### src/sv/http_chunked_body_decoder_core_defines.svh
// Assertion macros shared by the chunked body decoder RTL.
// Needs clk_i and rst_ni in the scope where a macro is used.
`ifndef HTTP_CHUNKED_BODY_DECODER_CORE_DEFINES_SVH
`define HTTP_CHUNKED_BODY_DECODER_CORE_DEFINES_SVH

// Same-cycle implication, checked out of reset
`define HCBD_ASSERT_NOW(lbl, ante, cons) \
  lbl: assert property (@(posedge clk_i) disable iff (!rst_ni) (ante) |-> (cons)) \
    else $error("hcbd check failed");

// Next-cycle implication, checked out of reset
`define HCBD_ASSERT_NEXT(lbl, ante, cons) \
  lbl: assert property (@(posedge clk_i) disable iff (!rst_ni) (ante) |=> (cons)) \
    else $error("hcbd check failed");

`endif

### src/sv/hcbd_pkg.sv
// Types and constants of the chunked body decoder.
// No dependencies; imported by the parser, the result register and the top level.
package hcbd_pkg;

  // Parser phase, one-hot
  typedef enum logic [7:0] {
    PH_SIZE     = 8'b0000_0001,
    PH_SIZE_LF  = 8'b0000_0010,
    PH_DATA     = 8'b0000_0100,
    PH_END_CR   = 8'b0000_1000,
    PH_FINAL_CR = 8'b0001_0000,
    PH_END_LF   = 8'b0010_0000,
    PH_FINAL_LF = 8'b0100_0000,
    PH_FAILED   = 8'b1000_0000
  } phase_e;

  typedef enum logic [1:0] {
    KIND_DATA  = 2'd0,
    KIND_END   = 2'd1,
    KIND_ERROR = 2'd2
  } kind_e;

  typedef enum logic [1:0] {
    ERR_BAD_CHAR = 2'd0,
    ERR_NO_LF    = 2'd1,
    ERR_BAD_END  = 2'd2,
    ERR_OVERFLOW = 2'd3
  } err_e;

  localparam logic [7:0] CHAR_CR = 8'h0D;
  localparam logic [7:0] CHAR_LF = 8'h0A;

  // One result item plus its valid flag
  typedef struct packed {
    logic       valid;
    kind_e      kind;
    logic [7:0] payload;
    err_e       code;
  } result_t;

  typedef struct packed {
    logic       ok;
    logic [3:0] value;
  } hex_t;

  // Decode one ASCII hex digit, either case
  function automatic hex_t hex_decode(input logic [7:0] c);
    hex_t h;
    h.ok    = 1'b1;
    h.value = 4'd0;
    if (c inside {[8'h30:8'h39]}) begin
      h.value = 4'(c - 8'h30);
    end else if (c inside {[8'h61:8'h66]}) begin
      h.value = 4'(c - 8'h57);
    end else if (c inside {[8'h41:8'h46]}) begin
      h.value = 4'(c - 8'h37);
    end else begin
      h.ok = 1'b0;
    end
    return h;
  endfunction

endpackage

### src/sv/hcbd_in_reg.sv
// Input register of the chunked body decoder: holds one raw byte.
// Depends on nothing but the handshake from the top level.
module hcbd_in_reg (
  input  logic       clk_i,
  input  logic       rst_ni,
  input  logic       in_valid_i,
  output logic       in_ready_o,
  input  logic [7:0] in_byte_i,
  input  logic       advance_i,
  output logic       valid_o,
  output logic [7:0] byte_o
);

  logic       valid_q, valid_d;
  logic [7:0] byte_q;

  // Take a new item when empty or when the held one moves on
  assign in_ready_o = !valid_q || advance_i;

  always_comb begin
    valid_d = valid_q;
    if (in_ready_o) begin
      valid_d = in_valid_i;
    end
  end

  always_ff @(posedge clk_i or negedge rst_ni) begin
    if (!rst_ni) begin
      valid_q <= 1'b0;
    end else begin
      valid_q <= valid_d;
    end
  end

  // Load payload on acceptance
  always_ff @(posedge clk_i) begin
    if (in_ready_o && in_valid_i) begin
      byte_q <= in_byte_i;
    end
  end

  assign valid_o = valid_q;
  assign byte_o  = byte_q;

endmodule

### src/sv/hcbd_parser.sv
// Chunked body parser: phase and remaining-byte counter, one byte per step.
// Depends on hcbd_pkg and the assertion macros header.
`include "http_chunked_body_decoder_core_defines.svh"

module hcbd_parser
  import hcbd_pkg::*;
#(
  parameter int COUNT_WIDTH = 32
) (
  input  logic       clk_i,
  input  logic       rst_ni,
  input  logic       step_i,
  input  logic [7:0] byte_i,
  output result_t    res_o
);

  localparam logic [COUNT_WIDTH-1:0] CountOne = {{(COUNT_WIDTH-1){1'b0}}, 1'b1};

  phase_e                 phase_q, phase_d;
  logic [COUNT_WIDTH-1:0] count_q, count_d;
  hex_t                   hex;
  result_t                res;

  assign hex = hex_decode(byte_i);

  // Next phase, counter and result for the current byte
  always_comb begin
    phase_d     = phase_q;
    count_d     = count_q;
    res.valid   = 1'b0;
    res.kind    = KIND_DATA;
    res.payload = 8'd0;
    res.code    = ERR_BAD_CHAR;
    if (step_i) begin
      case (phase_q)
        PH_SIZE: begin
          if (hex.ok) begin
            if (|count_q[COUNT_WIDTH-1 -: 4]) begin
              phase_d   = PH_FAILED;
              count_d   = '0;
              res.valid = 1'b1;
              res.kind  = KIND_ERROR;
              res.code  = ERR_OVERFLOW;
            end else begin
              count_d = {count_q[COUNT_WIDTH-5:0], hex.value};
            end
          end else if (byte_i == CHAR_CR) begin
            phase_d = PH_SIZE_LF;
          end else begin
            phase_d   = PH_FAILED;
            count_d   = '0;
            res.valid = 1'b1;
            res.kind  = KIND_ERROR;
            res.code  = ERR_BAD_CHAR;
          end
        end
        PH_SIZE_LF: begin
          if (byte_i != CHAR_LF) begin
            phase_d   = PH_FAILED;
            count_d   = '0;
            res.valid = 1'b1;
            res.kind  = KIND_ERROR;
            res.code  = ERR_NO_LF;
          end else if (count_q == '0) begin
            phase_d = PH_FINAL_CR;
          end else begin
            phase_d = PH_DATA;
          end
        end
        PH_DATA: begin
          count_d     = count_q - CountOne;
          res.valid   = 1'b1;
          res.kind    = KIND_DATA;
          res.payload = byte_i;
          if (count_q == CountOne) begin
            phase_d = PH_END_CR;
          end
        end
        PH_END_CR, PH_FINAL_CR: begin
          if (byte_i != CHAR_CR) begin
            phase_d   = PH_FAILED;
            count_d   = '0;
            res.valid = 1'b1;
            res.kind  = KIND_ERROR;
            res.code  = ERR_BAD_END;
          end else if (phase_q == PH_END_CR) begin
            phase_d = PH_END_LF;
          end else begin
            phase_d = PH_FINAL_LF;
          end
        end
        PH_END_LF, PH_FINAL_LF: begin
          if (byte_i != CHAR_LF) begin
            phase_d   = PH_FAILED;
            count_d   = '0;
            res.valid = 1'b1;
            res.kind  = KIND_ERROR;
            res.code  = ERR_BAD_END;
          end else begin
            phase_d = PH_SIZE;
            count_d = '0;
            if (phase_q == PH_FINAL_LF) begin
              res.valid = 1'b1;
              res.kind  = KIND_END;
            end
          end
        end
        PH_FAILED: begin
          // drop every byte until reset
        end
        default: begin
          phase_d = PH_FAILED;
        end
      endcase
    end
  end

  always_ff @(posedge clk_i or negedge rst_ni) begin
    if (!rst_ni) begin
      phase_q <= PH_SIZE;
      count_q <= '0;
    end else begin
      phase_q <= phase_d;
      count_q <= count_d;
    end
  end

  assign res_o = res;

  // Failure is sticky
  `HCBD_ASSERT_NEXT(a_failed_sticky, phase_q == PH_FAILED, phase_q == PH_FAILED)
  // An error result always lands in the failed phase
  `HCBD_ASSERT_NOW(a_error_fails, res.valid && res.kind == KIND_ERROR, phase_d == PH_FAILED)
  // Data phase never holds an empty counter
  `HCBD_ASSERT_NOW(a_data_nonzero, phase_q == PH_DATA, count_q != '0)
  // Final chunk trailer runs with a cleared counter
  `HCBD_ASSERT_NOW(a_final_zero, phase_q == PH_FINAL_CR || phase_q == PH_FINAL_LF,
                   count_q == '0)

endmodule

### src/sv/hcbd_out_reg.sv
// Result register of the chunked body decoder: holds one result item.
// Depends on hcbd_pkg for the result struct.
module hcbd_out_reg
  import hcbd_pkg::*;
(
  input  logic       clk_i,
  input  logic       rst_ni,
  input  logic       load_i,
  input  result_t    res_i,
  output logic       free_o,
  output logic       out_valid_o,
  input  logic       out_ready_i,
  output logic [1:0] kind_o,
  output logic [7:0] payload_byte_o,
  output logic [1:0] error_code_o
);

  logic    valid_q, valid_d;
  result_t res_q;

  // Slot is free when empty or being drained this cycle
  assign free_o = !valid_q || out_ready_i;

  always_comb begin
    valid_d = valid_q;
    if (free_o) begin
      valid_d = load_i && res_i.valid;
    end
  end

  always_ff @(posedge clk_i or negedge rst_ni) begin
    if (!rst_ni) begin
      valid_q <= 1'b0;
    end else begin
      valid_q <= valid_d;
    end
  end

  // Capture a new result item
  always_ff @(posedge clk_i) begin
    if (free_o && load_i && res_i.valid) begin
      res_q <= res_i;
    end
  end

  assign out_valid_o    = valid_q;
  assign kind_o         = res_q.kind;
  assign payload_byte_o = res_q.payload;
  assign error_code_o   = res_q.code;

endmodule

### src/sv/http_chunked_body_decoder_core.sv
// Chunked HTTP/1.1 body decoder. Takes one raw byte per item and returns the
// body's payload bytes, an end-of-body item after the final zero-size chunk's
// CR LF, or one error item, after which bytes are dropped until reset. Sizes
// are hex, at most COUNT_WIDTH bits; extensions and trailers are not accepted.
// Throughput is one byte per clock while results are taken: a byte is held in
// the input register, passes the parser logic, and its result is loaded into
// the result register, from which the result item is offered. The pipe stalls
// only while a waiting result is not taken.
module http_chunked_body_decoder_core
  import hcbd_pkg::*;
#(
  parameter int COUNT_WIDTH = 32
) (
  input  logic       clk_i,
  input  logic       rst_ni,
  input  logic       in_valid_i,
  output logic       in_ready_o,
  input  logic [7:0] in_byte_i,
  output logic       out_valid_o,
  input  logic       out_ready_i,
  output logic [1:0] kind_o,
  output logic [7:0] payload_byte_o,
  output logic [1:0] error_code_o
);

  logic       stage_valid;
  logic [7:0] stage_byte;
  logic       out_free;
  logic       advance;
  result_t    res;

  // Move the held byte through the parser when the result slot can take it
  assign advance = stage_valid && out_free;

  hcbd_in_reg u_in_reg (
    .clk_i      (clk_i),
    .rst_ni     (rst_ni),
    .in_valid_i (in_valid_i),
    .in_ready_o (in_ready_o),
    .in_byte_i  (in_byte_i),
    .advance_i  (advance),
    .valid_o    (stage_valid),
    .byte_o     (stage_byte)
  );

  hcbd_parser #(
    .COUNT_WIDTH (COUNT_WIDTH)
  ) u_parser (
    .clk_i  (clk_i),
    .rst_ni (rst_ni),
    .step_i (advance),
    .byte_i (stage_byte),
    .res_o  (res)
  );

  hcbd_out_reg u_out_reg (
    .clk_i          (clk_i),
    .rst_ni         (rst_ni),
    .load_i         (advance),
    .res_i          (res),
    .free_o         (out_free),
    .out_valid_o    (out_valid_o),
    .out_ready_i    (out_ready_i),
    .kind_o         (kind_o),
    .payload_byte_o (payload_byte_o),
    .error_code_o   (error_code_o)
  );

endmodule

### config.mk
export PLATFORM = sky130hd
export DESIGN_NAME = http_chunked_body_decoder_core
export DESIGN_NICKNAME = d
export VERILOG_FILES = /design/src/sv/hcbd_pkg.sv /design/src/sv/hcbd_in_reg.sv /design/src/sv/hcbd_parser.sv /design/src/sv/hcbd_out_reg.sv /design/src/sv/http_chunked_body_decoder_core.sv
export VERILOG_INCLUDE_DIRS = /design/src /design/src/sv
export SDC_FILE = /design/constraint.sdc
export NUM_CORES = 1
export LEC_CHECK = 0
export BUFFER_PORTS_ARGS = -buffer_cell sky130_fd_sc_hd__buf_2
export CAP_MARGIN = 20
export CORE_UTILIZATION = 55
export DETAILED_ROUTE_END_ITERATION = 7
export GPL_ROUTABILITY_DRIVEN = 1
export MAX_ROUTING_LAYER = met4
export PLACE_DENSITY = 0.85
export SYNTH_ARGS = -nofsm -noshare
export SYNTH_HDL_FRONTEND = slang
export SYNTH_SLANG_ARGS = --single-unit
### constraint.sdc
create_clock -name clk_i -period 7.95 [get_ports clk_i]
set_input_delay 0.795 -clock clk_i [delete_from_list [all_inputs] [get_ports clk_i]]
set_output_delay 0.795 -clock clk_i [all_outputs]
set_load 0.01 [all_outputs]
# Word level (Yosys, flattened, before mapping)
# Cells that the tools add are included.
# word_totals
register_bits	62
out_inout_bits	14
elab_cells	94
# op_classes
add_sub_neg	4
order_cmp	6
eq_ne	17
n_mux	38
n_bitwise	1
n_reduce_logical	20
# ops
op	count
$mux W32	5
$pmux W32 S5	1
$mux W8	8
$pmux W8 S6	1
$eq A32 B1 Y1 const B	1
$logic_not A32 Y1	1
$sub A32 B1 Y32 const B	1
$mux W3	7
$eq A8 B4 Y1 const B	2
$ge A8 B7 Y1 const B	2
$le A8 B7 Y1 const B	2
$ne A8 B4 Y1 const B	2
$pmux W3 S5	1
$mux W13	1
$mux W4	3
$eq A8 B1 Y1 const B	1
$eq A8 B2 Y1 const B	1
$eq A8 B3 Y1 const B	1
$eq A8 B5 Y1 const B	1
$eq A8 B6 Y1 const B	1
$eq A8 B7 Y1 const B	1
$eq A8 B8 Y1 const B	1
$ge A8 B6 Y1 const B	1
$le A8 B6 Y1 const B	1
other kinds (20)	39

# Logic depth before layout (Yosys ltp)
# depth
depth_word	9
depth_mapped	9
ltp_nobuf	8

# Cells and area by module
# A second synthesis with hierarchy kept.
# unflattened
cells_unflattened	421
hier_area_um2	4041.4
# by_module_without_submodules
module	instances	cells_per_inst	area_each_um2
hcbd_parser	1	391	3320.7
hcbd_out_reg	1	17	420.4
hcbd_in_reg	1	12	294.0
http_chunked_body_decoder_core	1	1	6.3

# Worst setup path before layout
# Ideal clock, no wire load.
# synth_timing
path_kind	reg-to-reg
start	register u_parser.phase_q[1]
end	register u_out_reg.res_q, in the netlist u_out_reg.error_code_o[0], enable pin
arrival_ns	2.272
t_required_ns	7.562
slack_ns	5.290
path_stages_with_launch	7
n_path_buf	0
synth_period_minus_slack_ns	2.660
cell_sequence	dfrtp_1 or4_1 nor4_1 nand2_1 nand2_1 a31oi_1 a31oi_1
# synth_via
elab_chain_cells	6
word_cells_on_any_way	14
cone_classes	7 x eq/ne; 4 x mux; 3 x reduce/logical
# synth_rtl
element	line	rtl
start, declared	hcbd_parser.sv:19	phase_e phase_q, phase_d;
start signal, assigned	hcbd_parser.sv:123	phase_q <= phase_d;
$eq A8 B7 Y1	hcbd_parser.sv:35, hcbd_parser.sv:102	
$mux W3	hcbd_parser.sv:102	if (phase_q == PH_FINAL_LF) begin
$mux W3	hcbd_parser.sv:93	if (byte_i != CHAR_LF) begin
$pmux W3 S5 (*)	hcbd_parser.sv:35	case (phase_q)
$mux W13 (*)	hcbd_parser.sv:34	if (step_i) begin
$logic_and A1 B1 Y1 (*)	hcbd_out_reg.sv:41	if (free_o && load_i && res_i.valid) begin
end signal, assigned	hcbd_out_reg.sv:42	res_q <= res_i;
end, declared	hcbd_out_reg.sv:19	result_t res_q;
# Every way passes the cells marked *; elsewhere a longest branch is shown, timed or not.
# A chain may end at the register's enable or synchronous reset.

# Worst setup path after layout
# layout_timing
start	register u_parser.phase_q[1]
end	register u_out_reg.res_q, in the netlist u_out_reg.payload_byte_o[4], enable pin
# Same word-level chain as after synthesis.

==> run_results.csv <==
group,metric,value,unit
status,outcome,"completed",
route,wirelength,7750,um
global_route,grt_pass1_vias,2737,
timing,final.setup.tns,0,ps
finish,nets,416,
route,drc_errors,0,
run,maxCapViolations,0,
route,wl_per_cell,16.2,um
global_route,overflow,0,
route,first_iter_violations,341,
pwr,powerDensity,164,nW/um^2
die,ios,26,
clock_tree,cts_buffer_depth,2,
logic_synthesis,yosysMostFrequentCell,"o21ai_0",
setup_path,criticalPathCategory,"flip-flop to flip-flop",
global_route,grt_max_degree,65,
clock_tree,cts_resized,0,
logic_synthesis,synth_ff_type,"dfrtp_1",
clock_tree,holdBufCountCts,0,
timing,clock_skew,7.75,ps
setup_path,worst_ep_arrival_time,3140,ps
clock_tree,cts_made_buffers,9,
die,start_util,58.7,%
global_route,grt_use_total,26.3,%
place,numPortBuffers,25,
logic_synthesis,synthCells,375,
clock_tree,cts_tree,"yes",
route,first_pass_iters,5,
die,core_area,6060,sq um
pwr,ir_drop,0.123,mV
route,via_per_inst,6.46,
logic_synthesis,yosysSeqAreaShare,46.5,%
clock_tree,htreeDepth,3,
logic_synthesis,synth_area_leaders,"dfrtp_1, edfxtp_1, o21ai_0",
min_path,min_path_type,"flip-flop to flip-flop",
clock_tree,cts_setup_buffers,0,
timing,fmax,325,MHz
logic_synthesis,synth_fp_nets,393,
place,hpwl,5170,um
clock_tree,path_clk_slew,70,ps
global_route,grt_pass1_wl,12800,um
route,ant_nets,0,
logic_synthesis,yosys.area.top_type_share,28.9,%
timing,final.period_utilization,38.7,%
timing,period_needed,3080,ps
logic_synthesis,synthArstFlopShare,67.7,%
timing,finalSetupViolCount,0,
finish,diodes,0,
clock_tree,clock-root-buffer,"clkbuf_8",
logic_synthesis,synth_cell_type_count,55,
place,dp_slack,4730,ps
timing,hold_violations,0,
timing,rsz0062_at_grt,"false",
die,die_w,82.4,um
clock_tree,clk_latency,350,ps
timing,layout_setup_ws,4870,ps
logic_synthesis,synth_area,3560,sq um
die,num_rows,28,
timing,slew_headroom,37.2,%
finish,syn2layout_area_growth,11.0,%
finish,drive_gt1_share,16.9,%
logic_synthesis,syn_area_per_cell,9.48,sq um
timing,slew_viol_final,0,
logic_synthesis,ys_ff_latch,62,
place,gp_congestion,0.946,
die,die_area,6790,sq um
logic_synthesis,synth_edf_count,20,
setup_path,path_max_fanout,7,
global_route,antenna_found_initial,0,
timing,worst_pin_slew,935,ps
setup_path,endpoint_kind,"flip-flop",
pwr,leakage,0.00153,uW
logic_synthesis,yosysWarnings,0,
logic_synthesis,ys_top_cells_by_count,"o21ai_0, dfrtp_1, nor2_1",
route,route.vias.total,3086,
setup_path,startpoint_type,"flip-flop",
clock_tree,cts.sinks,62,
logic_synthesis,yosysTopAreaCell,"dfrtp_1",
setup_path,crit_required,8010,ps
die,die-height,82.4,um
per-layer routing:
layer	share of wire, %	up-vias	global-route usage [%]
met5	0	-	-
met4	2.2	0	13.0
met3	5.0	17	4.18
met2	47	110	38.3
met1	46	1474	35.7
li1	-	1485	-
cells in the final DEF, fill, tap and decap left out, types with 5 or more instances in the layout:
master and instances:
nor2_1 33, buf_2 25, dfrtp_1 41, edfxtp_1 20
inv_1 6, a31oi_1 5, clkbuf_8 9, ha_1 6
nand2_1 15, a21oi_1 31, and3_1 8, nand2b_1 8
mux2_2 9, a211oi_1 5, nor3_1 18, and2_1 5
nor4_1 8, o21ai_0 61, a22oi_1 20, a32oi_1 5
nor4b_1 5
metrics by stage:
stage	area (sq um)	std cells	hold WS (ps)	util [%]	power (uW)
6_report	3950	478	549	65.1	646
4_1_cts	3940	477	552	65.0	649
3_3_place_gp	3740	461	517	61.7	374
3_5_place_dp	3740	461	537	61.7	374
2_1_floorplan	3560	375	484	-	362
5_1_grt	3950	478	580	65.1	667
registers in the layout (all words and copies together), names as in the netlist:
name                      count
u_out_reg.error_code_o        2
u_out_reg.out_valid_o         1
u_out_reg.payload_byte_o      8
u_parser.phase_q              8
u_parser.count_q             32
u_out_reg.kind_o              2
u_in_reg.valid_o              1
u_in_reg.byte_o               8
worst paths after layout:
check	slack [ps]	cells past startpoint	to	startpoint
worst min-delay path	550	2	u_parser.count_q[30]	u_parser.count_q[30]
min in group asynchronous	580	1	u_parser.phase_q[1]	rst_ni
worst max register to register	4870	7	u_out_reg.payload_byte_o[4]	u_parser.phase_q[1]
worst min register to register	550	2	u_parser.count_q[30]	u_parser.count_q[30]
worst max-delay path	4870	7	u_out_reg.payload_byte_o[4]	u_parser.phase_q[1]
max in group asynchronous	6800	1	u_parser.count_q[7]	rst_ni
kinds of logic (layout without fill, tap and decap cells):
kind of cell / after synthesis / in the layout / synth area share, %
AO/OA/AOI/OAI: 141 / 141 / 24.1
XOR/XNOR: 4 / 4 / 0.985
adder cells (fa/ha/maj): 6 / 6 / 2.11
buffers and inverters: 23 / 51 / 2.43
flip-flops: 62 / 62 / 46.5
multiplexers: 9 / 9 / 2.85
AND/OR/NAND/NOR: 130 / 130 / 21.0
cell type report:
class | instances | area (sq um)
clock buffers | 9 | 124
repair buffers | 29 | 155
fillers | 454 | 2110
well taps | 75 | 93.8
flip-flops and latches | 62 | 1650
inverters | 6 | 22.5
multi-input cells | 290 | 1830
clock inverters | 7 | 73.8
where the power goes:
| group | leakage [uW] | switching [uW] | internal (uW) | total [uW] |
|---|---|---|---|---|
| Sequential | 0.000722 | 6.01 | 333 | 339 |
| Clock | 0.0000879 | 134 | 145 | 279 |
| Combinational | 0.000718 | 17.5 | 11.2 | 28.7 |
critical path: stages (launching register included):
cell     delay [ps]
dfrtp_1         440
or4_1           660
nor4_1          480
nand2_1         170
nand2_1         120
a31oi_1          70
a31oi_1         580
buf_4           270
Note: power is estimated with default switching activity, not from simulation.
